**config.mk**
```make
export PLATFORM = sky130hd
export DESIGN_NAME = gauss_jordan_linear_solver
export DESIGN_NICKNAME = d
export VERILOG_FILES = /design/src/hdl/gjls_pkg.sv /design/src/hdl/gjls_front.sv /design/src/hdl/gjls_divider.sv /design/src/hdl/gjls_back.sv /design/src/hdl/gauss_jordan_linear_solver.sv
export SDC_FILE = /design/constraint.sdc
export NUM_CORES = 2
export LEC_CHECK = 0
export BUFFER_PORTS_ARGS = -buffer_cell sky130_fd_sc_hd__buf_2
export CAP_MARGIN = 20
export CORE_MARGIN = 2
export CORE_UTILIZATION = 55
export DETAILED_ROUTE_END_ITERATION = 10
export PLACE_DENSITY = 0.82
export SYNTH_ARGS = -nofsm -noshare
export SYNTH_HDL_FRONTEND = slang
export SYNTH_HIERARCHICAL = 1
export SYNTH_SLANG_ARGS = --single-unit
```
**constraint.sdc**
```tcl
create_clock -name clk -period 17.6 [get_ports clk]
set_clock_uncertainty 0.05 [all_clocks]
set_input_delay 0.88 -clock clk [delete_from_list [all_inputs] [get_ports clk]]
set_output_delay 0.88 -clock clk [all_outputs]
set_load 0.05 [all_outputs]
```
**src/hdl/gjls_pkg.sv**
```systemverilog
package gjls_pkg;

	localparam int N_UNKNOWNS = 4;
	localparam int NCOLS = N_UNKNOWNS + 1;
	localparam int NCOEF = N_UNKNOWNS * NCOLS;
	localparam int AW = $clog2(NCOEF);
	localparam int RW = $clog2(N_UNKNOWNS);
	localparam int CW = $clog2(NCOLS);
	localparam int QDEPTH = 4;
	localparam int QAW = $clog2(QDEPTH);

	typedef logic signed [31:0] q_t;

	typedef struct packed {
		q_t             value;
		logic           last;
	} coef_item_t;

	typedef enum logic [3:0] {
		ST_LOAD,
		ST_FETCH_PV,
		ST_FETCH_TG,
		ST_DIV,
		ST_ROW_RD,
		ST_ROW_MUL,
		ST_ROW_WR,
		ST_ZERO,
		ST_ROOT_RD,
		ST_ROOT_GO,
		ST_ROOT_DIV,
		ST_EMIT
	} be_state_t;

	function automatic q_t sat_mag(input logic [63:0] m, input logic neg);
		logic [32:0] c;
		c = (m > 64'h1_0000_0000) ? 33'h1_0000_0000 : m[32:0];
		if (neg) begin
			sat_mag = (c >= 33'h0_8000_0000) ? 32'sh8000_0000 : q_t'(-$signed({1'b0, c[31:0]}));
		end else begin
			sat_mag = (c >= 33'h0_8000_0000) ? 32'sh7FFF_FFFF : q_t'(c[31:0]);
		end
	endfunction

	function automatic logic [31:0] mag(input q_t x);
		mag = x[31] ? 32'(-x) : 32'(x);
	endfunction

endpackage

```
**src/hdl/gjls_front.sv**
```systemverilog
module gjls_front
	import gjls_pkg::*;
(
	input  logic       clk,
	input  logic       arst_n,
	input  logic       in_valid,
	output logic       in_ready,
	input  q_t         coef_value,
	output logic       q_valid,
	input  logic       q_ready,
	output coef_item_t q_item
);

	coef_item_t          mem_q [QDEPTH];
	logic [QAW:0]        wr_q;
	logic [QAW:0]        rd_q;
	logic [AW:0]         cnt_q;
	logic                push;
	logic                pop;

	assign in_ready = (wr_q - rd_q) != (QAW + 1)'(QDEPTH);
	assign q_valid  = wr_q != rd_q;
	assign push     = in_valid && in_ready;
	assign pop      = q_valid && q_ready;
	assign q_item   = mem_q[rd_q[QAW-1:0]];

	always_ff @(posedge clk) begin
		if (push) begin
			mem_q[wr_q[QAW-1:0]] <= '{value: coef_value, last: cnt_q == (AW + 1)'(NCOEF - 1)};
		end
	end

	always_ff @(posedge clk or negedge arst_n) begin
		if (!arst_n) begin
			wr_q  <= '0;
			rd_q  <= '0;
			cnt_q <= '0;
		end else begin
			if (push) begin
				wr_q  <= wr_q + 1'b1;
				cnt_q <= (cnt_q == (AW + 1)'(NCOEF - 1)) ? '0 : cnt_q + 1'b1;
			end
			if (pop) begin
				rd_q <= rd_q + 1'b1;
			end
		end
	end

endmodule

```
**src/hdl/gjls_divider.sv**
```systemverilog
module gjls_divider
	import gjls_pkg::*;
(
	input  logic clk,
	input  logic arst_n,
	input  logic start,
	input  q_t   num,
	input  q_t   den,
	output logic done,
	output q_t   quot
);

	logic [48:0] rem_q;
	logic [48:0] nb_q;
	logic [31:0] d_q;
	logic [48:0] qv_q;
	logic [5:0]  cnt_q;
	logic        busy_q;
	logic        neg_q;
	logic [49:0] trial;
	logic [48:0] numr;

	assign numr  = {1'b0, mag(num), 16'h0} + 49'(mag(den) >> 1);
	assign trial = {rem_q, nb_q[48]} - {18'h0, d_q};
	assign quot  = sat_mag(64'(qv_q), neg_q);

	always_ff @(posedge clk or negedge arst_n) begin
		if (!arst_n) begin
			busy_q <= 1'b0;
			done   <= 1'b0;
			cnt_q  <= '0;
		end else begin
			done <= 1'b0;
			if (start) begin
				busy_q <= 1'b1;
				cnt_q  <= 6'd49;
			end else if (busy_q) begin
				cnt_q <= cnt_q - 1'b1;
				if (cnt_q == 6'd1) begin
					busy_q <= 1'b0;
					done   <= 1'b1;
				end
			end
		end
	end

	always_ff @(posedge clk) begin
		if (start) begin
			rem_q <= '0;
			nb_q  <= numr;
			d_q   <= mag(den);
			qv_q  <= '0;
			neg_q <= num[31] != den[31];
		end else if (busy_q) begin
			nb_q <= {nb_q[47:0], 1'b0};
			if (!trial[49]) begin
				rem_q <= trial[48:0];
				qv_q  <= {qv_q[47:0], 1'b1};
			end else begin
				rem_q <= {rem_q[47:0], nb_q[48]};
				qv_q  <= {qv_q[47:0], 1'b0};
			end
		end
	end

endmodule

```
**src/hdl/gjls_back.sv**
```systemverilog
module gjls_back
	import gjls_pkg::*;
(
	input  logic       clk,
	input  logic       arst_n,
	input  logic       q_valid,
	output logic       q_ready,
	input  coef_item_t q_item,
	output logic       out_valid,
	input  logic       out_ready,
	output q_t         root_value,
	output logic [3:0] root_index,
	output logic       is_last,
	output logic       singular
);

	q_t              mem [NCOEF];
	be_state_t       st_q, st_d;
	logic [AW-1:0]   wa_q;
	logic            phase_q;
	logic [RW-1:0]   tgt_q, piv_q;
	logic [CW-1:0]   k_q;
	logic            zp_q;
	q_t              pv_q, tv_q, f_q, rd_q;
	logic [63:0]     prod_q;
	logic            pneg_q;
	logic            div_start, div_done;
	q_t              div_num, div_den, div_quot;
	logic [AW-1:0]   ra;
	logic [AW-1:0]   pa;
	logic            ov_q;
	logic            we;
	logic [AW-1:0]   waddr;
	q_t              wdata;
	logic            step_fwd_last, step_bwd_last;
	logic signed [32:0] diff;

	function automatic logic [AW-1:0] addr(input logic [RW-1:0] r, input logic [CW-1:0] c);
		addr = AW'(r * NCOLS + c);
	endfunction

	gjls_divider u_div (
		.clk    (clk),
		.arst_n (arst_n),
		.start  (div_start),
		.num    (div_num),
		.den    (div_den),
		.done   (div_done),
		.quot   (div_quot)
	);

	assign step_fwd_last = tgt_q == RW'(N_UNKNOWNS - 1);
	assign step_bwd_last = tgt_q == '0;
	assign diff = 33'(rd_q) - 33'(sat_mag(prod_q, pneg_q));
	assign out_valid = ov_q;
	assign pa = (st_q == ST_ROOT_RD) ? addr(tgt_q, CW'(tgt_q)) : addr(piv_q, CW'(piv_q));

	always_comb begin
		ra = addr(piv_q, CW'(piv_q));
		case (st_q)
			ST_FETCH_PV: ra = addr(tgt_q, CW'(piv_q));
			ST_FETCH_TG: ra = addr(tgt_q, CW'(piv_q));
			ST_ROW_RD:   ra = addr(piv_q, k_q);
			ST_ROW_MUL:  ra = addr(tgt_q, k_q);
			ST_ROOT_RD:  ra = addr(tgt_q, CW'(N_UNKNOWNS));
			default:     ra = addr(piv_q, CW'(piv_q));
		endcase
	end

	always_ff @(posedge clk) begin
		rd_q <= mem[ra];
		if (we) begin
			mem[waddr] <= wdata;
		end
	end

	always_comb begin
		st_d = st_q;
		case (st_q)
			ST_LOAD:     if (q_valid && q_item.last) st_d = ST_FETCH_PV;
			ST_FETCH_PV: st_d = ST_FETCH_TG;
			ST_FETCH_TG: st_d = (pv_q == '0 || rd_q == '0) ? ST_ZERO : ST_DIV;
			ST_DIV:      if (div_done) st_d = ST_ROW_RD;
			ST_ROW_RD:   st_d = ST_ROW_MUL;
			ST_ROW_MUL:  st_d = ST_ROW_WR;
			ST_ROW_WR:   st_d = (k_q == CW'(NCOLS - 1)) ? ST_ZERO : ST_ROW_RD;
			ST_ZERO: begin
				if (!phase_q && step_fwd_last && piv_q == RW'(N_UNKNOWNS - 2)) begin
					st_d = ST_FETCH_PV;
				end else if (phase_q && step_bwd_last && piv_q == RW'(1)) begin
					st_d = ST_ROOT_RD;
				end else begin
					st_d = ST_FETCH_PV;
				end
			end
			ST_ROOT_RD:  st_d = ST_ROOT_GO;
			ST_ROOT_GO:  st_d = ST_ROOT_DIV;
			ST_ROOT_DIV: if (div_done || pv_q == '0) st_d = ST_EMIT;
			ST_EMIT: begin
				if (!ov_q || out_ready) begin
					st_d = (tgt_q == RW'(N_UNKNOWNS - 1)) ? ST_LOAD : ST_ROOT_RD;
				end
			end
			default:     st_d = ST_LOAD;
		endcase
	end

	always_comb begin
		q_ready   = st_q == ST_LOAD;
		we        = 1'b0;
		waddr     = wa_q;
		wdata     = q_item.value;
		div_start = 1'b0;
		div_num   = tv_q;
		div_den   = pv_q;
		case (st_q)
			ST_LOAD: we = q_valid;
			ST_FETCH_TG: begin
				div_num   = rd_q;
				div_start = pv_q != '0 && rd_q != '0;
			end
			ST_ROW_WR: begin
				we    = 1'b1;
				waddr = addr(tgt_q, k_q);
				wdata = (diff > 33'sh0_7FFF_FFFF) ? 32'sh7FFF_FFFF :
					(diff < -33'sh0_8000_0000) ? 32'sh8000_0000 : q_t'(diff);
			end
			ST_ZERO: begin
				we    = pv_q != '0;
				waddr = addr(tgt_q, CW'(piv_q));
				wdata = '0;
			end
			ST_ROOT_RD: begin
				div_start = 1'b0;
			end
			ST_ROOT_GO: begin
				div_num   = rd_q;
				div_start = pv_q != '0;
			end
			default: ;
		endcase
	end

	always_ff @(posedge clk or negedge arst_n) begin
		if (!arst_n) begin
			st_q    <= ST_LOAD;
			wa_q    <= '0;
			phase_q <= 1'b0;
			piv_q   <= '0;
			tgt_q   <= RW'(1);
			k_q     <= '0;
			zp_q    <= 1'b0;
			ov_q    <= 1'b0;
		end else begin
			st_q <= st_d;
			if (ov_q && out_ready) begin
				ov_q <= 1'b0;
			end
			case (st_q)
				ST_LOAD: begin
					if (q_valid) begin
						wa_q <= q_item.last ? '0 : wa_q + 1'b1;
					end
				end
				ST_FETCH_PV: zp_q <= zp_q;
				ST_FETCH_TG: begin
					k_q <= '0;
					if (pv_q == '0) zp_q <= 1'b1;
				end
				ST_ROW_WR: k_q <= k_q + 1'b1;
				ST_ZERO: begin
					if (!phase_q) begin
						if (step_fwd_last) begin
							if (piv_q == RW'(N_UNKNOWNS - 2)) begin
								phase_q <= 1'b1;
								piv_q   <= RW'(N_UNKNOWNS - 1);
								tgt_q   <= RW'(N_UNKNOWNS - 2);
							end else begin
								piv_q <= piv_q + 1'b1;
								tgt_q <= piv_q + RW'(2);
							end
						end else begin
							tgt_q <= tgt_q + 1'b1;
						end
					end else begin
						if (step_bwd_last) begin
							if (piv_q == RW'(1)) begin
								tgt_q <= '0;
							end else begin
								piv_q <= piv_q - 1'b1;
								tgt_q <= piv_q - RW'(2);
							end
						end else begin
							tgt_q <= tgt_q - 1'b1;
						end
					end
				end
				ST_ROOT_DIV: begin
					if (pv_q == '0) zp_q <= 1'b1;
				end
				ST_EMIT: begin
					if (!ov_q || out_ready) begin
						ov_q       <= 1'b1;
						if (tgt_q == RW'(N_UNKNOWNS - 1)) begin
							tgt_q   <= RW'(1);
							piv_q   <= '0;
							phase_q <= 1'b0;
							zp_q    <= 1'b0;
						end else begin
							tgt_q <= tgt_q + 1'b1;
						end
					end
				end
				default: ;
			endcase
		end
	end

	// Payload registers: pivot, numerator, factor, product and root word.
	always_ff @(posedge clk) begin
		case (st_q)
			ST_FETCH_TG: begin
				pv_q <= pv_q;
			end
			ST_ROW_MUL: begin
				prod_q <= (64'(mag(f_q)) * 64'(mag(rd_q)) + 64'h8000) >> 16;
				pneg_q <= f_q[31] != rd_q[31];
			end
			ST_EMIT: begin
				if (!ov_q || out_ready) begin
					root_value <= (zp_q || pv_q == '0) ? '0 : div_quot;
					root_index <= 4'(tgt_q);
					is_last    <= tgt_q == RW'(N_UNKNOWNS - 1);
					singular   <= zp_q || pv_q == '0;
				end
			end
			default: ;
		endcase
		if (st_q == ST_FETCH_PV || st_q == ST_ROOT_RD) begin
			pv_q <= mem[pa];
		end
		if (st_q == ST_FETCH_TG) begin
			tv_q <= rd_q;
		end
		if (st_q == ST_DIV && div_done) begin
			f_q <= div_quot;
		end
	end

endmodule

```
**src/hdl/gauss_jordan_linear_solver.sv**
```systemverilog
// Gauss-Jordan solver for an N by N+1 augmented system in signed Q16.16.
// Input channel: in_valid/in_ready with coef_value, one coefficient per
// transfer, row-major. A small queue decouples loading from solving.
// Output channel: out_valid/out_ready with root_value, root_index, is_last
// and singular; N roots per matrix, in index order, last one marked.
// Elimination runs with no pivoting. Each row operation gets its factor
// from the shared radix-2 divider, then reads, multiplies and writes back
// each column; an operation is skipped for a zero pivot or zero target.
// Each root is one more quotient from the same divider. The next matrix
// is loaded only after the last root of the current solve has entered
// the output register.
// A zero pivot skips that row operation and sets singular with zero roots.
// Up to four coefficients of the next matrix wait in the queue while a
// solve runs; after that in_ready stays low until the solve ends.
// A stalled receiver holds the current root; the solver waits on it.
// Reset clears all control state; matrix contents need no clearing.
module gauss_jordan_linear_solver
	import gjls_pkg::*;
(
	input  logic       clk,
	input  logic       arst_n,
	input  logic       in_valid,
	output logic       in_ready,
	input  q_t         coef_value,
	output logic       out_valid,
	input  logic       out_ready,
	output q_t         root_value,
	output logic [3:0] root_index,
	output logic       is_last,
	output logic       singular
);

	logic       q_valid, q_ready;
	coef_item_t q_item;

	gjls_front u_front (
		.clk        (clk),
		.arst_n     (arst_n),
		.in_valid   (in_valid),
		.in_ready   (in_ready),
		.coef_value (coef_value),
		.q_valid    (q_valid),
		.q_ready    (q_ready),
		.q_item     (q_item)
	);

	gjls_back u_back (
		.clk        (clk),
		.arst_n     (arst_n),
		.q_valid    (q_valid),
		.q_ready    (q_ready),
		.q_item     (q_item),
		.out_valid  (out_valid),
		.out_ready  (out_ready),
		.root_value (root_value),
		.root_index (root_index),
		.is_last    (is_last),
		.singular   (singular)
	);

`ifndef ASSERT_OFF
	a_last_idx: assert property (@(posedge clk) disable iff (!arst_n)
		out_valid && is_last |-> root_index == 4'(N_UNKNOWNS - 1))
		else $error("last root has wrong index");
	a_sing_zero: assert property (@(posedge clk) disable iff (!arst_n)
		out_valid && singular |-> root_value == '0)
		else $error("singular root not zero");
	a_out_hold: assert property (@(posedge clk) disable iff (!arst_n)
		out_valid && !out_ready |=> out_valid && $stable(root_index))
		else $error("stalled root changed");
`endif

endmodule

```
Yosys cells after proc, flatten, opt, wreduce, memory -nomap -nowiden
Memories as Yosys holds them, arrays and structs flattened. A register that Yosys moved wholly into a read port is not among the register bits.
Index checks and enable logic that the tools add are counted.
{ "word_totals": {"register_bits": 368, "memories": 2, "in_bits": 36, "out_inout_bits": 40, "elab_cells": 211, "ram_bits": 772} }
{ "memory_table": {"columns": ["name", "words", "width", "read_ports", "rd_clocked_by_memory_dff", "write_ports", "line_no", "source"], "rows": [
  ["u_back.mem", 20, 32, 2, 2, 1, "gjls_back.sv:17", "q_t mem [NCOEF];"],
  ["u_front.mem_q", 4, 33, 1, 0, 1, "gjls_front.sv:14", "coef_item_t mem_q [QDEPTH];"]
]} }
{ "op_classes": {"n_eq_ne": 30, "multipliers": 3, "mux": 77, "addsub": 29, "order_cmp": 6, "n_reduce_logical": 37} }
{ "ops": {"columns": ["cell", "n"], "rows": [
  ["two-way mux 32 bit", 13],
  ["negation 32 bit", 6],
  ["two-way mux 49 bit", 3],
  [">= comparator 33 x 32 -> 1 bit, second input constant", 2],
  ["two-way mux 33 bit", 2],
  ["adder 64 x 16 -> 64 bit, second input constant", 1],
  ["logical NOT 32 bit", 2],
  ["multiplier 32 x 32 -> 64 bit", 1],
  ["one-hot mux 32 bit (2 select lines)", 1],
  ["nonzero test 32 bit", 2],
  ["subtractor 50 x 32 -> 50 bit", 1],
  ["adder 48 x 31 -> 49 bit", 1],
  ["greater-than comparator 49 x 33 -> 1 bit, second input constant", 1],
  ["greater-than comparator 48 x 33 -> 1 bit, second input constant", 1],
  ["one-hot mux 4 bit (12 select lines)", 1],
  ["greater-than comparator 33 x 32 -> 1 bit, second input constant", 1],
  ["< comparator 33 x 32 -> 1 bit, second input constant", 1],
  ["subtractor 32 x 32 -> 33 bit", 1],
  ["two-way mux 2 bit", 15],
  ["two-way mux 4 bit", 7],
  ["two-way mux 1 bit", 20],
  ["one-hot mux 5 bit (4 select lines)", 1],
  ["two-way mux 6 bit", 3],
  ["equality test 4 x 3 -> 1 bit, second input constant", 4],
  ["45 further kinds", 91]
]} }

Depth between registers and ports, before layout
{ "depth": {"word_depth": 10, "ltp_mapped": 40, "ltp_nobuf": 37} }

Cells and area by module
Netlist, hierarchy kept.
{ "by_module_without_submodules": {"columns": ["mod", "area_per_inst_um2", "cells_each", "seq_area_each_um2", "instances"], "rows": [
  ["gjls_back", 72026.6, 6190, 25771.0, 1],
  ["gjls_divider", 13161.4, 1520, 4624.4, 1],
  ["gjls_front", 5490.3, 239, 4264.1, 1]
]} }

Worst setup path before layout
OpenSTA, ideal clock, no wires.
{ "synth_path": {"path_type": "register to register", "startpoint": "register u_back.f_q[0]", "endpoint": "register u_back.prod_q[47] (data pin)", "t_arrival_ps": 9847, "setup_ps": 262, "required_ps": 17288, "period_less_slack_ps": 10158, "setup_slack_ps": 7442, "path_buffers": 4, "stages_incl_launch_ff": 39, "cell_sequence": "edfxtp_1 > clkbuf_1 > inv_1 > clkbuf_1 > ha_1 > nand2_1 > or3_1 > inv_1 > nand2_1 > nor2_1 > nand2_1 > o21ai_0 > xor2_1 > clkbuf_1 > nor2_1 > fa_1 > fa_1 > inv_1 > [3 not listed] > fa_1 > fa_1 > fa_1 > inv_1 > fa_1 > inv_1 > ha_1 > clkbuf_1 > a211oi_1 > nor2_1 > nor3_1 > o2111ai_1 > o31ai_1 > o21ai_0 > a211oi_1 > o31ai_1 > o31ai_1 > xnor2_1"} }
{ "synth_via": {"elab_chain_len": 4} }
{ "synth_lines": {"columns": ["item", "line_no", "source"], "rows": [
  ["start: declaration", "gjls_back.sv:24", "q_t pv_q, tv_q, f_q, rd_q;"],
  ["start signal: assignment", "gjls_back.sv:246", "f_q <= div_quot;"],
  ["negation 32 bit", "gjls_pkg.sv:45", "mag = x[31] ? 32'(-x) : 32'(x);"],
  ["two-way mux 32 bit (*)", "gjls_pkg.sv:45", null],
  ["multiplier 32 x 32 -> 64 bit (*)", "gjls_back.sv:226", "prod_q <= (64'(mag(f_q)) * 64'(mag(rd_q)) + 64'h8000) >> 16;"],
  ["adder 64 x 16 -> 64 bit (*)", "gjls_back.sv:226", null],
  ["end signal: assignment", "gjls_back.sv:226", null],
  ["end: declaration", "gjls_back.sv:25", "logic [63:0] prod_q;"]
]} }
Every way passes the cells marked *; elsewhere a longest branch is shown, timed or not.
A chain may end at the register's enable or synchronous reset.

Final worst setup path
{ "layout_path": {"startpoint": "register u_back.rd_q[6], read port of u_back.mem", "endpoint": "register u_back.prod_q[36] (data pin)"} }
{ "layout_via": {"elab_chain_len": 4} }
{ "layout_lines": {"columns": ["item", "line_no"], "rows": [
  ["start: declaration", "gjls_back.sv:24"],
  ["negation 32 bit", "gjls_pkg.sv:45"],
  ["two-way mux 32 bit (*)", "gjls_pkg.sv:45"],
  ["multiplier 32 x 32 -> 64 bit (*)", "gjls_back.sv:226"],
  ["adder 64 x 16 -> 64 bit (*)", "gjls_back.sv:226"]
]} }
Marked as above.

==> impl_results.md <==
- Status: finished clean
- Count of cell types in the netlist: about 110
- Origin of the critical flop-to-flop path: u_back/rd_q[6]
- Post-synth top area cell: edfxtp_1
- Largest net degree at the start of global routing: 93
- Reported max-cap violation count: 0
- Vias in the first global route: around 66,000
- Slew Limit Fails: 0
- CTS tree: yes
- Clk_lat worst skew: about 800 ps
- Most Crowded Layer GR: met2
- Sequential power share: between 50 and 60%
- Tmin final: ~12,000 ps
- Commonest non-fill, non-tap cells in the layout: inv_1 (1,075), edfxtp_1 (1,035), nor2_1 (949)
- Least-Margin Pin Slew: around 1300 ps
- IO Pins: 76
- Vias: 65,300
- CP top delay family: adder cells
- Final HPWL DP: 187,000 um
- Total track usage: about a third
- Hold Path Depth: 1
- Number of synthesized flops with an enable pin: about 1,000
- Comb power frac: between 3 and 4%
- Share of layout cells above drive strength 1: about 11%
- Final Net Count: between 9,000 and 10,000
- CP Launch Type: flip-flop
- DIE WIDTH: between 400 and 500 um
- FF-to-FF setup slack: a little under 6000 ps
- CTS H-tree lvls: 3
- Max Clock Freq: ~86 MHz
- Grt met2 use: around half
- Pwr dens: around 60 mW/mm^2
- Final period utilization: 66.2%
- Chip height: between 400 and 500 um
- Synth Register Bits: between 1,000 and 1,500
- Post-CTS setup buffers: 0
- Routability cong.: 0.983
- Fillcell total: 12,500
- Worst R2R End: u_back/prod_q[36]
- Setup CP Type: reg2reg
- Most common cell after layout, fill and taps aside: inv_1
- Power Internal: between 4 and 5 mW
- Setup WS post-layout: ~6000 ps
- Maximum vdd drop: 104 uV
- Syn Area/Cell: 11.4 um^2
- Port bufs: 73
- Cells on worst reg2reg path: 29
- Post-synth top area share: about a third
- Seq/Total Area, Yosys: a little under two fifths
- Routed WL: between 200,000 and 300,000 um
- Post-route DRC: 0
- Top FF cell, synth: edfxtp_1
- DRT Pass-1 Iters: 11
- Global-route wire length before repair: between 400,000 and 500,000 um
- Yosys warnings: 6
- Worst hold endpoint: u_front/mem_q[1][9]
- Worst EP required: about 18,000 ps
- Setup crit end kind: flip-flop
- Synth async-reset ratio: 3.24%
- Pre-CTS WS: roughly 6200 ps
- Root Driver: clkbuf_16
- Area Growth Syn to Fin: 8.71%
- Area contributors post-synth: edfxtp_1 (34%), fa_1 (20%), mux4_2 (6.4%), ha_1 (5.5%), inv_1 (4.5%)
- RSZ-0062 raised after global routing: false
- Core region area: between 0.15 and 0.2 mm^2
- Grt total ovfl: 0
- Post-route ant nets: 0
- Initial antenna violation count: 13
- Wirelength per Cell: between 20 and 30 um
- Hold Startpoint: coef_value[8]
- Critical-path top delay cell: xor2_4
- Largest stage delay, worst path: between 800 and 900 ps
- Switching power: ~1.4 mW
- Worst hold path class: in2reg
- Clock share of power: 42.7%
- Final setup fails: 0
- CP arrival: around 12,000 ps
- Switching share of power: 22.6%
- CTS Buf Count: roughly 120
- Rel. slew slack: 13.9%
- Max Fanout on Critical Path: 23
- Die Area: around 0.17 mm^2
- GR Layer Usage met1: about two fifths
- Core Rows: between 100 and 150
- CTS Sinks: between 1,000 and 1,500
- Post-Syn Instances: between 7,000 and 8,000
- Hold Violations, Final: 0
- Mapped Area: between 0.09 and 0.1 mm^2
- Global Route met3 Usage: under 10%
- Pleak: roughly 40 nW
- Max Buffers Root-to-Sink: 3
- Buf/Inv on CP: 4
- Clock-pin slew on the worst setup and hold paths: ~70 ps
- Setup TNS: 0 ps
- Starting Density: 55.1%
- WHS: 219 ps
- Routed vias/inst: 6.38
- Iteration-0 DRC Markers: 8,565
- Crit-path most repeated cell: fa_1
[repair_timing]
item,in CTS,in global routing
hold buffers,0,1
endpoints found under the hold margin,0,10
gates resized for setup,0,0
[Yosys cell counts (16+ instances only)]
cell and n:
a211oi_1 111, nor2_1 969, mux4_2 257, clkbuf_1 330, nand2_1 661, xnor2_1 202
a31oi_1 19, mux2_2 62, o41ai_1 17, nor3_1 89, nand2b_1 34, buf_2 32
a221oi_1 16, o21bai_1 21, inv_1 1077, a21o_1 62, nand4_1 41, edfxtp_1 1035
or4_1 23, or2_2 22, a21oi_1 216, a221o_1 49, dfrtp_1 38, dfxtp_1 130
mux2i_1 148, o21ai_0 218, o21a_1 18, nor2b_1 94, xor2_1 127, nor4_1 47
buf_1 26, ha_1 400, fa_1 903, a311oi_1 49, or3_1 29, nand3_1 42
and2_1 58, o31ai_1 46
[stage by stage]
step | utilization [%] | cells | instance area (um^2) | power (mW)
after global placement | 57.4 | 9990 | 94500 | 3.49
final | 59.9 | 10200 | 98600 | 6.06
after floorplan | - | 7950 | 90700 | 3.42
after CTS | 59.9 | 10200 | 98400 | 6.07
after detailed placement | 57.5 | 9995 | 94500 | 3.52
after global routing | 59.9 | 10200 | 98500 | 6.19
[logic make-up (layout without fill, tap and decap cells)]
logic type      count (synthesis)  in the layout  synth area share (%)
compound gates                977            977                  7.37
xor+xnor                      334            334                  3.28
fa+ha+maj                    1303           1303                  25.5
buf+inv                      1473           1564                  6.18
flops                        1204           1204                  38.2
mux                           472            472                  8.87
other cells                     1             13               0.00414
simple gates                 2185           2185                  10.6
[registers in the layout (all words and copies together) (netlist names), 48 cells and up]
signal              count
u_back/u_div/qv_q      49
u_back/u_div/nb_q      49
u_front/mem_q         132
u_back/u_div/rem_q     49
u_back/mem            640
u_back/prod_q          48
[final cells by class]
type	instances	area [um^2]	area share (%)
Multi-Input combinational cell	5273	51300	52.1
Sequential cell	1204	34700	35.2
Inverter	1078	4050	4.10
Clock buffer	149	3090	3.13
Tap cell	2189	2740	2.78
Timing Repair Buffer	262	1820	1.85
Clock inverter	75	837	0.849
Antenna cell	11	27.5	0.0279
[power by group through the flow]
stage                     Combinational (mW)  Clock (mW)  Sequential, mW
after floorplan                        0.132           0            3.29
after global placement                 0.202           0            3.29
after detailed placement               0.217           0            3.30
after CTS                              0.220        2.61            3.24
after global routing                   0.240        2.70            3.25
final                                  0.229        2.58            3.24
[metal layers]
layer	vias up	share of wire, %
li1	27100	-
met1	32400	34
met5	-	0.024
met2	4694	45
met4	10	7.6
met3	1181	13
[worst max-delay path by stage]
stage	startpoint	to	slack, ps	cells after the start
finish	u_back/rd_q[6]	u_back/prod_q[36]	5950	29
global route	u_back/f_q[2]	u_back/prod_q[47]	5520	32
CTS	u_back/rd_q[6]	u_back/prod_q[36]	6120	29
detailed placement	u_back/f_q[8]	u_back/prod_q[47]	6190	31
global placement	u_back/f_q[2]	u_back/prod_q[47]	5660	31
floorplan	u_back/f_q[0]	u_back/prod_q[47]	7440	38
Power figures use the tool's default switching activity.
